`src/hw/rtl/msd_pkg.sv`:
```
// Shared types, constants and helper functions for the motion stall detector.
package msd_pkg;

    localparam int CFG_W       = 31;
    localparam int CFG_ADDR_W  = 4;
    localparam int CNT_W       = 8;
    localparam int VAL_W       = 32;
    localparam int IN_TDATA_W  = 168;
    localparam int OUT_TDATA_W = 8;
    localparam int CAUSE_W     = 4;

    // Bit positions in the input word.
    localparam int IN_ACTIVE_LSB = 0;
    localparam int IN_DE_LSB     = 1;
    localparam int IN_AE_LSB     = IN_DE_LSB + VAL_W;
    localparam int IN_LV_LSB     = IN_AE_LSB + VAL_W;
    localparam int IN_AV_LSB     = IN_LV_LSB + VAL_W;
    localparam int IN_DC_LSB     = IN_AV_LSB + VAL_W;
    localparam int IN_USED_W     = IN_DC_LSB + VAL_W;

    // Bits of the cause mask.
    localparam int CAUSE_DIST_JUMP  = 0;
    localparam int CAUSE_DIST_FAULT = 1;
    localparam int CAUSE_ANG_JUMP   = 2;
    localparam int CAUSE_ANG_FAULT  = 3;

    typedef enum logic [CFG_ADDR_W-1:0] {
        REG_DIST_JUMP     = 4'd0,
        REG_ANG_JUMP      = 4'd1,
        REG_CMD_STALL     = 4'd2,
        REG_REVERSE_SPEED = 4'd3,
        REG_STALL_SPEED   = 4'd4,
        REG_ANG_FLOOR     = 4'd5,
        REG_TURN_FLOOR    = 4'd6,
        REG_DETECT_EN     = 4'd7
    } cfg_reg_t;

    typedef enum logic {
        FUNC_TICK  = 1'b0,
        FUNC_CLEAR = 1'b1
    } func_t;

    typedef struct packed {
        logic [CFG_W-1:0] dist_jump;
        logic [CFG_W-1:0] ang_jump;
        logic [CFG_W-1:0] cmd_stall;
        logic [CFG_W-1:0] reverse_speed;
        logic [CFG_W-1:0] stall_speed;
        logic [CFG_W-1:0] ang_floor;
        logic [CFG_W-1:0] turn_floor;
        logic             detect_en;
    } msd_cfg_t;

    typedef struct packed {
        func_t                   func;
        logic                    active;
        logic signed [VAL_W-1:0] dist_err;
        logic signed [VAL_W-1:0] ang_err;
        logic signed [VAL_W-1:0] lin_speed;
        logic signed [VAL_W-1:0] ang_speed;
        logic signed [VAL_W-1:0] dist_cmd;
    } msd_item_t;

    typedef struct packed {
        logic               stuck;
        logic               stuck_new;
        logic [CAUSE_W-1:0] cause_mask;
    } msd_result_t;

    // Magnitude of a signed 32-bit value; the most negative value maps to 2^31.
    function automatic logic [VAL_W-1:0] mag32(input logic signed [VAL_W-1:0] x);
        logic [VAL_W-1:0] neg;
        neg = VAL_W'(-x);
        return x[VAL_W-1] ? neg : VAL_W'(x);
    endfunction

    // Magnitude of the exact difference a - b, kept at 33 bits.
    function automatic logic [VAL_W:0] mag_diff(input logic signed [VAL_W-1:0] a,
                                                input logic signed [VAL_W-1:0] b);
        logic [VAL_W:0] diff;
        diff = {a[VAL_W-1], a} - {b[VAL_W-1], b};
        return diff[VAL_W] ? (VAL_W+1)'(-diff) : diff;
    endfunction

    // True when the signs (-1, 0, +1) of the two values differ.
    function automatic logic sign_differs(input logic signed [VAL_W-1:0] a,
                                          input logic signed [VAL_W-1:0] b);
        logic a_zero;
        logic b_zero;
        a_zero = (a == '0);
        b_zero = (b == '0);
        return (a_zero != b_zero) || (!a_zero && (a[VAL_W-1] != b[VAL_W-1]));
    endfunction

endpackage

```
`src/hw/rtl/motion_stall_detector_top.sv`:
```
// Top level of the motion stall detector: stream ports, input and result registers.
//
// Usage. Each input word on the s_ channel is one control tick (s_tuser = 0) or a
// clear of the stuck state (s_tuser = 1). Every input word yields exactly one result
// word on the m_ channel, in order: the sticky stuck flag, a flag that says the stall
// was detected on this very tick, and a four-bit cause mask (distance jump, distance
// fault, angle jump, angle fault from bit 0 up).
// Thresholds are written through the plain configuration port (cfg_wr_en, cfg_addr,
// cfg_wdata); writes take effect on the next clock and should only be made while no
// word is in flight. Writes to an index above 7 are dropped.
// A word accepted into the input register is checked there, and its result is
// registered in the result register, whose valid flag drives m_tvalid. Throughput is
// one word per cycle while the receiver does not stall: the checks are a few compares
// and subtracts plus two counter increments between the input register and the result
// register, and the history and counter state update on the same step as the result.
// When the receiver stalls, the result register holds its word and the input register
// holds one more; s_tready drops only when both are full and m_tready is low.
// Reset (aresetn low, synchronous) empties both registers, clears the counters, the
// error history and the stuck flag, and loads the thresholds with their defaults.
module motion_stall_detector_top
    import msd_pkg::*;
#(
    parameter int FAIL_LIMIT = 50
)
(
    input  logic                   aclk,
    input  logic                   aresetn,

    input  logic                   s_tvalid,
    output logic                   s_tready,
    // Fields from bit 0 up: active, distance_error, angle_error, linear_speed,
    // angular_speed, distance_command; bits 167:161 are zero.
    input  logic [IN_TDATA_W-1:0]  s_tdata,
    // Fields from bit 0 up: func.
    input  logic                   s_tuser,

    output logic                   m_tvalid,
    input  logic                   m_tready,
    // Fields from bit 0 up: stuck, stuck_new, cause_mask; bits 7:6 are zero.
    output logic [OUT_TDATA_W-1:0] m_tdata,

    input  logic                   cfg_wr_en,
    input  logic [CFG_ADDR_W-1:0]  cfg_addr,
    input  logic [CFG_W-1:0]       cfg_wdata
);

    msd_cfg_t    cfg;
    msd_item_t   in_item;
    msd_item_t   item_reg;
    logic        in_valid_reg, in_valid_next;
    msd_result_t result;
    msd_result_t out_reg;
    logic        out_valid_reg, out_valid_next;
    logic        advance;
    logic        step;
    logic        s_accept;

    // Unpack the input word into its fields.
    always_comb begin
        in_item.func      = func_t'(s_tuser);
        in_item.active    = s_tdata[IN_ACTIVE_LSB];
        in_item.dist_err  = s_tdata[IN_DE_LSB +: VAL_W];
        in_item.ang_err   = s_tdata[IN_AE_LSB +: VAL_W];
        in_item.lin_speed = s_tdata[IN_LV_LSB +: VAL_W];
        in_item.ang_speed = s_tdata[IN_AV_LSB +: VAL_W];
        in_item.dist_cmd  = s_tdata[IN_DC_LSB +: VAL_W];
    end

    // The result register can take a new word when it is empty or being drained.
    assign advance  = !out_valid_reg || m_tready;
    assign step     = in_valid_reg && advance;
    assign s_tready = !in_valid_reg || advance;
    assign s_accept = s_tvalid && s_tready;

    always_comb begin
        in_valid_next = in_valid_reg;
        if (s_accept) begin
            in_valid_next = 1'b1;
        end else if (step) begin
            in_valid_next = 1'b0;
        end
        out_valid_next = advance ? in_valid_reg : out_valid_reg;
    end

    msd_cfg u_cfg (
        .aclk      (aclk),
        .aresetn   (aresetn),
        .cfg_wr_en (cfg_wr_en),
        .cfg_addr  (cfg_addr),
        .cfg_wdata (cfg_wdata),
        .cfg       (cfg)
    );

    msd_core #(
        .FAIL_LIMIT (FAIL_LIMIT)
    ) u_core (
        .aclk    (aclk),
        .aresetn (aresetn),
        .step    (step),
        .item    (item_reg),
        .cfg     (cfg),
        .result  (result)
    );

    always_ff @(posedge aclk) begin
        if (!aresetn) begin
            in_valid_reg  <= 1'b0;
            out_valid_reg <= 1'b0;
        end else begin
            in_valid_reg  <= in_valid_next;
            out_valid_reg <= out_valid_next;
        end
        if (s_accept) begin
            item_reg <= in_item;
        end
        if (step) begin
            out_reg <= result;
        end
    end

    assign m_tvalid = out_valid_reg;
    assign m_tdata  = {{(OUT_TDATA_W - CAUSE_W - 2){1'b0}},
                       out_reg.cause_mask, out_reg.stuck_new, out_reg.stuck};

    // A fresh detection always carries a cause and leaves the flag set.
    a_new_has_cause: assert property (@(posedge aclk) disable iff (!aresetn)
        out_valid_reg && out_reg.stuck_new |-> out_reg.cause_mask != '0 && out_reg.stuck)
        else $error("stuck_new without cause or flag");

    a_cause_is_new: assert property (@(posedge aclk) disable iff (!aresetn)
        out_valid_reg && out_reg.cause_mask != '0 |-> out_reg.stuck_new)
        else $error("cause reported without stuck_new");

    // A stalled result keeps the pending input word in place.
    a_input_held: assert property (@(posedge aclk) disable iff (!aresetn)
        in_valid_reg && !advance |=> in_valid_reg && $stable(item_reg))
        else $error("pending input word lost during stall");

    // Every word that leaves the input register lands in the result register.
    a_step_fills_out: assert property (@(posedge aclk) disable iff (!aresetn)
        step |=> out_valid_reg)
        else $error("result register missed a word");

endmodule

```
`src/hw/rtl/msd_cfg.sv`:
```
// Configuration register file of the motion stall detector.
module msd_cfg
    import msd_pkg::*;
(
    input  logic                  aclk,
    input  logic                  aresetn,
    input  logic                  cfg_wr_en,
    input  logic [CFG_ADDR_W-1:0] cfg_addr,
    input  logic [CFG_W-1:0]      cfg_wdata,
    output msd_cfg_t              cfg
);

    msd_cfg_t cfg_reg;
    msd_cfg_t cfg_next;

    always_comb begin
        cfg_next = cfg_reg;
        if (cfg_wr_en) begin
            case (cfg_reg_t'(cfg_addr))
                REG_DIST_JUMP:     cfg_next.dist_jump     = cfg_wdata;
                REG_ANG_JUMP:      cfg_next.ang_jump      = cfg_wdata;
                REG_CMD_STALL:     cfg_next.cmd_stall     = cfg_wdata;
                REG_REVERSE_SPEED: cfg_next.reverse_speed = cfg_wdata;
                REG_STALL_SPEED:   cfg_next.stall_speed   = cfg_wdata;
                REG_ANG_FLOOR:     cfg_next.ang_floor     = cfg_wdata;
                REG_TURN_FLOOR:    cfg_next.turn_floor    = cfg_wdata;
                REG_DETECT_EN:     cfg_next.detect_en     = cfg_wdata[0];
                default:           cfg_next = cfg_reg;
            endcase
        end
    end

    always_ff @(posedge aclk) begin
        if (!aresetn) begin
            cfg_reg.dist_jump     <= CFG_W'(16384);
            cfg_reg.ang_jump      <= CFG_W'(183501);
            cfg_reg.cmd_stall     <= CFG_W'(40960);
            cfg_reg.reverse_speed <= CFG_W'(16384);
            cfg_reg.stall_speed   <= CFG_W'(9830);
            cfg_reg.ang_floor     <= CFG_W'(6554);
            cfg_reg.turn_floor    <= CFG_W'(262);
            cfg_reg.detect_en     <= 1'b1;
        end else begin
            cfg_reg <= cfg_next;
        end
    end

    assign cfg = cfg_reg;

endmodule

```
`src/hw/rtl/msd_core.sv`:
```
// Stall checks, fault counters, error history and the sticky stuck flag.
module msd_core
    import msd_pkg::*;
#(
    parameter int FAIL_LIMIT = 50
)
(
    input  logic        aclk,
    input  logic        aresetn,
    input  logic        step,
    input  msd_item_t   item,
    input  msd_cfg_t    cfg,
    output msd_result_t result
);

    localparam logic [CNT_W-1:0] LIMIT = CNT_W'(FAIL_LIMIT);

    logic signed [VAL_W-1:0] last_dist_err_reg, last_dist_err_next;
    logic signed [VAL_W-1:0] last_ang_err_reg, last_ang_err_next;
    logic [CNT_W-1:0]        dist_fails_reg, dist_fails_next;
    logic [CNT_W-1:0]        ang_fails_reg, ang_fails_next;
    logic                    stuck_reg, stuck_next;

    logic [VAL_W-1:0]   lin_mag;
    logic [VAL_W-1:0]   cmd_mag;
    logic [VAL_W-1:0]   ang_mag;
    logic [VAL_W-1:0]   turn_mag;
    logic               dist_fault;
    logic               ang_fault;
    logic               checking;
    logic [CNT_W-1:0]   dist_inc;
    logic [CNT_W-1:0]   ang_inc;
    logic [CAUSE_W-1:0] cause;

    always_comb begin
        lin_mag  = mag32(item.lin_speed);
        cmd_mag  = mag32(item.dist_cmd);
        ang_mag  = mag32(item.ang_err);
        turn_mag = mag32(item.ang_speed);
        dist_inc = dist_fails_reg + 1'b1;
        ang_inc  = ang_fails_reg + 1'b1;

        dist_fault = (sign_differs(item.dist_err, item.lin_speed) &&
                      (lin_mag > {1'b0, cfg.reverse_speed})) ||
                     ((cmd_mag > {1'b0, cfg.cmd_stall}) &&
                      (lin_mag < {1'b0, cfg.stall_speed}));
        ang_fault  = (ang_mag > {1'b0, cfg.ang_floor}) &&
                     (sign_differs(item.ang_err, item.ang_speed) ||
                      (turn_mag < {1'b0, cfg.turn_floor}));

        checking = item.active && cfg.detect_en && !stuck_reg;

        last_dist_err_next = last_dist_err_reg;
        last_ang_err_next  = last_ang_err_reg;
        dist_fails_next    = dist_fails_reg;
        ang_fails_next     = ang_fails_reg;
        stuck_next         = stuck_reg;
        cause              = '0;

        if (item.func == FUNC_CLEAR) begin
            dist_fails_next = '0;
            ang_fails_next  = '0;
            stuck_next      = 1'b0;
        end else begin
            last_dist_err_next = item.dist_err;
            last_ang_err_next  = item.ang_err;
            if (checking) begin
                cause[CAUSE_DIST_JUMP] =
                    mag_diff(item.dist_err, last_dist_err_reg) > {2'b00, cfg.dist_jump};
                cause[CAUSE_ANG_JUMP] =
                    mag_diff(item.ang_err, last_ang_err_reg) > {2'b00, cfg.ang_jump};
                if (dist_fault) begin
                    if (dist_inc > LIMIT) begin
                        cause[CAUSE_DIST_FAULT] = 1'b1;
                        dist_fails_next         = '0;
                    end else begin
                        dist_fails_next = dist_inc;
                    end
                end else begin
                    dist_fails_next = '0;
                end
                if (ang_fault) begin
                    if (ang_inc > LIMIT) begin
                        cause[CAUSE_ANG_FAULT] = 1'b1;
                        ang_fails_next         = '0;
                    end else begin
                        ang_fails_next = ang_inc;
                    end
                end else begin
                    ang_fails_next = '0;
                end
                if (cause != '0) begin
                    stuck_next = 1'b1;
                end
            end
        end

        result.stuck      = stuck_next;
        result.stuck_new  = (cause != '0);
        result.cause_mask = cause;
    end

    always_ff @(posedge aclk) begin
        if (!aresetn) begin
            last_dist_err_reg <= '0;
            last_ang_err_reg  <= '0;
            dist_fails_reg    <= '0;
            ang_fails_reg     <= '0;
            stuck_reg         <= 1'b0;
        end else if (step) begin
            last_dist_err_reg <= last_dist_err_next;
            last_ang_err_reg  <= last_ang_err_next;
            dist_fails_reg    <= dist_fails_next;
            ang_fails_reg     <= ang_fails_next;
            stuck_reg         <= stuck_next;
        end
    end

    // The counters wrap to zero once they pass the limit.
    a_dist_cnt_bound: assert property (@(posedge aclk) disable iff (!aresetn)
        dist_fails_reg <= LIMIT)
        else $error("distance fault counter above limit");

    a_ang_cnt_bound: assert property (@(posedge aclk) disable iff (!aresetn)
        ang_fails_reg <= LIMIT)
        else $error("angle fault counter above limit");

    // While stuck, no check runs, so the counters stay put on a control tick.
    a_stuck_freezes: assert property (@(posedge aclk) disable iff (!aresetn)
        step && stuck_reg && item.func == FUNC_TICK |=>
            $stable(dist_fails_reg) && $stable(ang_fails_reg) && stuck_reg)
        else $error("counters moved while stuck");

    a_clear_works: assert property (@(posedge aclk) disable iff (!aresetn)
        step && item.func == FUNC_CLEAR |=>
            !stuck_reg && dist_fails_reg == '0 && ang_fails_reg == '0)
        else $error("clear word left stuck state behind");

endmodule

```
`config.mk`:
```
export PLATFORM = sky130hd
export DESIGN_NAME = motion_stall_detector_top
export DESIGN_NICKNAME = d
export VERILOG_FILES = /design/src/hw/rtl/msd_pkg.sv /design/src/hw/rtl/motion_stall_detector_top.sv /design/src/hw/rtl/msd_cfg.sv /design/src/hw/rtl/msd_core.sv
export SDC_FILE = /design/constraint.sdc
export NUM_CORES = 1
export LEC_CHECK = 0
export BUFFER_PORTS_ARGS = -buffer_cell sky130_fd_sc_hd__buf_2
export CORE_UTILIZATION = 55
export CTS_CLUSTER_SIZE = 20
export DETAILED_ROUTE_END_ITERATION = 10
export PLACE_DENSITY_LB_ADDON = 0.25
export SLEW_MARGIN = 20
export SYNTH_ARGS = -nofsm -noshare
export SYNTH_HDL_FRONTEND = slang
export SYNTH_HIERARCHICAL = 1
export SYNTH_SLANG_ARGS = --single-unit
export TNS_END_PERCENT = 1
```
`constraint.sdc`:
```
create_clock -name aclk -period 12.4 [get_ports aclk]
set_input_delay 0.62 -clock aclk [delete_from_list [all_inputs] [get_ports aclk]]
set_output_delay 0.62 -clock aclk [all_outputs]
set_load 0.01 [all_outputs]
```
======== After elaboration in Yosys (flattened, before gate mapping) ========
Cells that the tools add are included.
word-level totals
  register bits ........................... 469
  logic and storage cells ................. 124
cells by class
  add/subtract/negate cells ............... 10
  order comparisons ....................... 9
  eq/ne operators ......................... 11
  muxes and demuxes ....................... 29
  bitwise gates (word level) .............. 1
  reduce and logical (&&, ||, !) cells .... 39
operators with widths
  cell                                                           count
  zero test 32 bit                                               4
  two-way mux 32 bit                                             4
  negator 32 bit                                                 4
  greater-than comparator 32 x 31 -> 1 bit                       3
  greater-than comparator 33 x 31 -> 1 bit                       2
  two-way mux 33 bit                                             2
  negator 33 bit                                                 2
  subtractor 32 x 32 -> 33 bit                                   2
  less-than comparator 32 x 31 -> 1 bit                          2
  two-way mux 8 bit                                              8
  AND reduction 2 bit                                            10
  adder 8 x 1 -> 8 bit, second input constant                    2
  equality test 4 x 3 -> 1 bit, second input constant            4
  greater-than comparator 8 x 6 -> 1 bit, second input constant  2
  two-way mux 1 bit                                              13
  logical AND 1 bit                                              9
  equality test 4 x 2 -> 1 bit, second input constant            2
  two-way mux 4 bit                                              2
  nonzero test 4 bit                                             2
  logical OR 1 bit                                               6
  zero test 1 bit                                                5
  equality test 4 x 1 -> 1 bit, second input constant            1
  zero test 4 bit                                                1
  != test 1 bit                                                  4
  other kinds (2)                                                3

======== Depth between registers and ports, before layout ========
  depth after elaboration ................. 13
  mapped depth ............................ 27

======== Cells and area by module ========
Netlist, hierarchy kept.
by module, submodules not included
  module                     times used  cells an instance  area each (um^2)  seq. area each (um^2)
  msd_core                   1           2464               16913.7           1621.6
  msd_cfg                    1           799                8062.7            4364.2
  motion_stall_detector_top  1           180                5167.5            5084.9

======== Least setup slack after synthesis ========
No wires, ideal clock.
  path kind ............................... input -> register
  start ................................... in m_tready
  end ..................................... reg item_reg[0] (netlist name), enable pin
  arrival time ............................ 8.470 ns
  setup slack ............................. 3.192 ns
  stages on the path ...................... 2
  cell sequence ........................... nor2b_4 -> a21oi_1
on the way
  word-level cells in the longest chain between the ends .. 3
ends and longest elaborated chain
  element               RTL line                          text
  from (decl)           motion_stall_detector_top.sv:38   input logic m_tready,
  logical OR 1 bit      motion_stall_detector_top.sv:70   assign advance = !out_valid_reg || m_tready;
  logical OR 1 bit      motion_stall_detector_top.sv:72   assign s_tready = !in_valid_reg || advance;
  logical AND 1 bit     motion_stall_detector_top.sv:73   assign s_accept = s_tvalid && s_tready;
  to (signal assigned)  motion_stall_detector_top.sv:114  item_reg <= in_item;
  to (decl)             motion_stall_detector_top.sv:49   msd_item_t item_reg;
No other way between the ends.
A chain may end at the register's enable or synchronous reset.

==> flow_summary.ini <==
[outcome]
outcome = complete, no violations

[floorplanning]
initial_core_util_pct = 55.8
fp.dieH_um = 236
fp-row-count = 85
core_area_mm2 = 0.0540
dieWidth_um = 236
pin_count = 219
die_area_mm2 = 0.0557

[setup_path]
crit_required_ns = 12.74
critPathLaunchType = register
path_class = reg2reg
worstPathMaxFanout = 6
cp-end-kind = register
arrival_ns = 6.63

[synthesis]
avgSynthCellArea_um2 = 8.76
ys.flop_type = dfxtp_1
seq_area_frac_synth_pct = 36.7
ys_warn_count = 6
yosysTopAreaCell = dfxtp_1
synthArstFlopShare_pct = 0
syn_inst = 3443
ys_top_cells_by_area = dfxtp_1 (20%), edfxtp_1 (17%), ha_1 (12%)
ys_seq_elements = 469
yosysTopAreaCellShare_pct = 20.0
syn_area_mm2 = 0.0301
ys_types = 85
synth_edf_count = 168

[routing]
vias = 25035
drc = 0
wl_per_cell_um = 17.7
antenna_left = 0
drtPass1Iterations = 5
drt_wl_total_mm = 77.0
m1WireLength_mm = 34.8
wl_met3_mm = 4.42
wl_met2_mm = 35.1
top_layer = met4
viasPerCell = 5.76
drtIter0Drc = 1671

[cells_and_area]
largest_reg_flops = 218
final_common_cell = nand2_1
syn_to_final_growth_pct = 11.1
fillCellCount = 4702
multi_input_area_mm2 = 0.0173
final_cell_mix = nand2_1 (513), inv_1 (317), dfxtp_1 (301)
final_nets = 4095
seq_area_mm2 = 0.0111
drive_gt1_share_pct = 9.98

[grt]
grt_first_pass_wirelength_mm = 122
first_global_vias = 23636
antenna_found_initial = 8
track_usage_pct = 27.1
grt_start_max_net_pins = 163
grt_overflow = 0

[clocking]
ctsHoldBuffers = 0
clock_path_buffers = 3
cts_resized = 0
cts_setup_buffers = 0
clk_latency_ns = 0.63
cts_buffers = 53
cts_sinks = 469
h-tree-depth = 2
clkTransAtPathRegs_ns = 0.06
root_buffer = clkbuf_16
cts_tree = built

[power_and_ir_drop]
peakVddDrop_uv = 109
p_leak_nw = 13.9
powerDensity_mw_per_mm2 = 124

[timing]
finalClockSkew_ns = 0.0305
min_period_ns = 6.29
fmaxAchievable_mhz = 159
final-max-slew-violation-count = 0
rsz0062_at_grt = no
timing.final.ws_setup_ns = 6.11
setup_viol = 0
tns_ns = 0
hold_viol_final = 0
tightest_slew_ns = 1.12
relSlewSlack_pct = 25.0
finalCritPeriodShare_pct = 50.7

[run]
max-cap-violations = 0

[placement]
portBuffers = 209
dp_slack_ns = 6.17
dp.final_hpwl_mm = 56.5
finalWeightedCongestion = 0.928

[hold_path]
hp-class = in2reg
layout make-up:
type / instances / share of cell area [%]
multi-input combinational: 2530 / 51.8
sequential: 469 / 33.0
clock buffer: 70 / 4.56
inverter: 318 / 3.56
timing repair buffer: 223 / 3.49
tap: 696 / 2.60
clock inverter: 29 / 0.900
antenna: 8 / 0.0598
power by group:
group          internal (mW)  switching, mW  total (mW)
Sequential              1.65         0.0491        1.70
Combinational          0.334          0.486       0.819
Clock                  0.957          0.668        1.63
Total                   2.94           1.20        4.14
worst paths after layout:
kind,slack [ns],startpoint,end,cells past startpoint
worst max-delay path,6.11,item_reg[128],m_tdata[0],24
worst min-delay path,0.17,s_tdata[118],item_reg[53],1
worst max register to register,6.11,item_reg[128],m_tdata[0],24
worst min register to register,0.45,u_core/last_ang_err_reg[24],u_core/last_ang_err_reg[24],2
critical path: stages (launching register included):
cell and delay, ns:
edfxtp_1 0.44, inv_1 0.07, ha_1 0.22, fa_1 0.41, nor2b_1 0.25, o31a_1 0.28
nor2_1 0.09, xnor2_1 0.19, a211o_1 0.37, or4b_2 0.76, nor4_1 0.34, nand2b_1 0.16
o31ai_1 0.26, xnor2_1 0.11, ha_1 0.29, nand4_1 0.16, nor4_1 0.37, nand2_1 0.11
nor4_1 0.33, a21oi_1 0.07, o31a_1 0.15, nand3b_1 0.17, a2bb2oi_1 0.18, nor2_1 0.16
a211oi_1 0.11
metrics by stage:
stage               cells  power (mW)  hold WS, ns  instance area [um^2]  utilization [%]
finish               4343        4.14        0.172                 33500             62.0
global route         4343        4.34        0.146                 33500             62.0
CTS                  4335        4.16        0.133                 33500             61.9
detailed placement   4236        2.53        0.447                 31600             58.6
global placement     4236        2.52        0.442                 31600             58.6
floorplan            3444        2.32        0.434                 30100                -
kinds of logic after synthesis:
kind of cell | after synthesis | share of synthesized area, %
other | 1 | 0.0124
and+or+nand+nor | 1087 | 17.3
xor gates and xnor gates | 209 | 6.07
muxes | 191 | 6.34
DFF | 469 | 36.7
buffers and inverters | 445 | 5.90
adders and majority gates | 291 | 12.1
AOI/OAI and AO/OA | 750 | 15.5
synth_stat cells (all sizes together) (56+ instances only):
| cell | instances |
|---|---|
| nand2 | 518 |
| inv | 318 |
| dfxtp | 301 |
| ha | 289 |
| a21oi | 270 |
| mux2i | 191 |
| xnor2 | 173 |
| edfxtp | 168 |
| o21ai | 168 |
| nor2 | 141 |
| clkbuf | 87 |
| nand4 | 62 |
| nand3 | 56 |
layer usage:
layer / vias to the layer above / GRT usage, %
li1: 12524 / -
met1: 11721 / 36.6
met2: 654 / 43.2
met3: 136 / 3.93
met4: 0 / 11.5
met5: - / 0
Power figures use the tool's default switching activity.
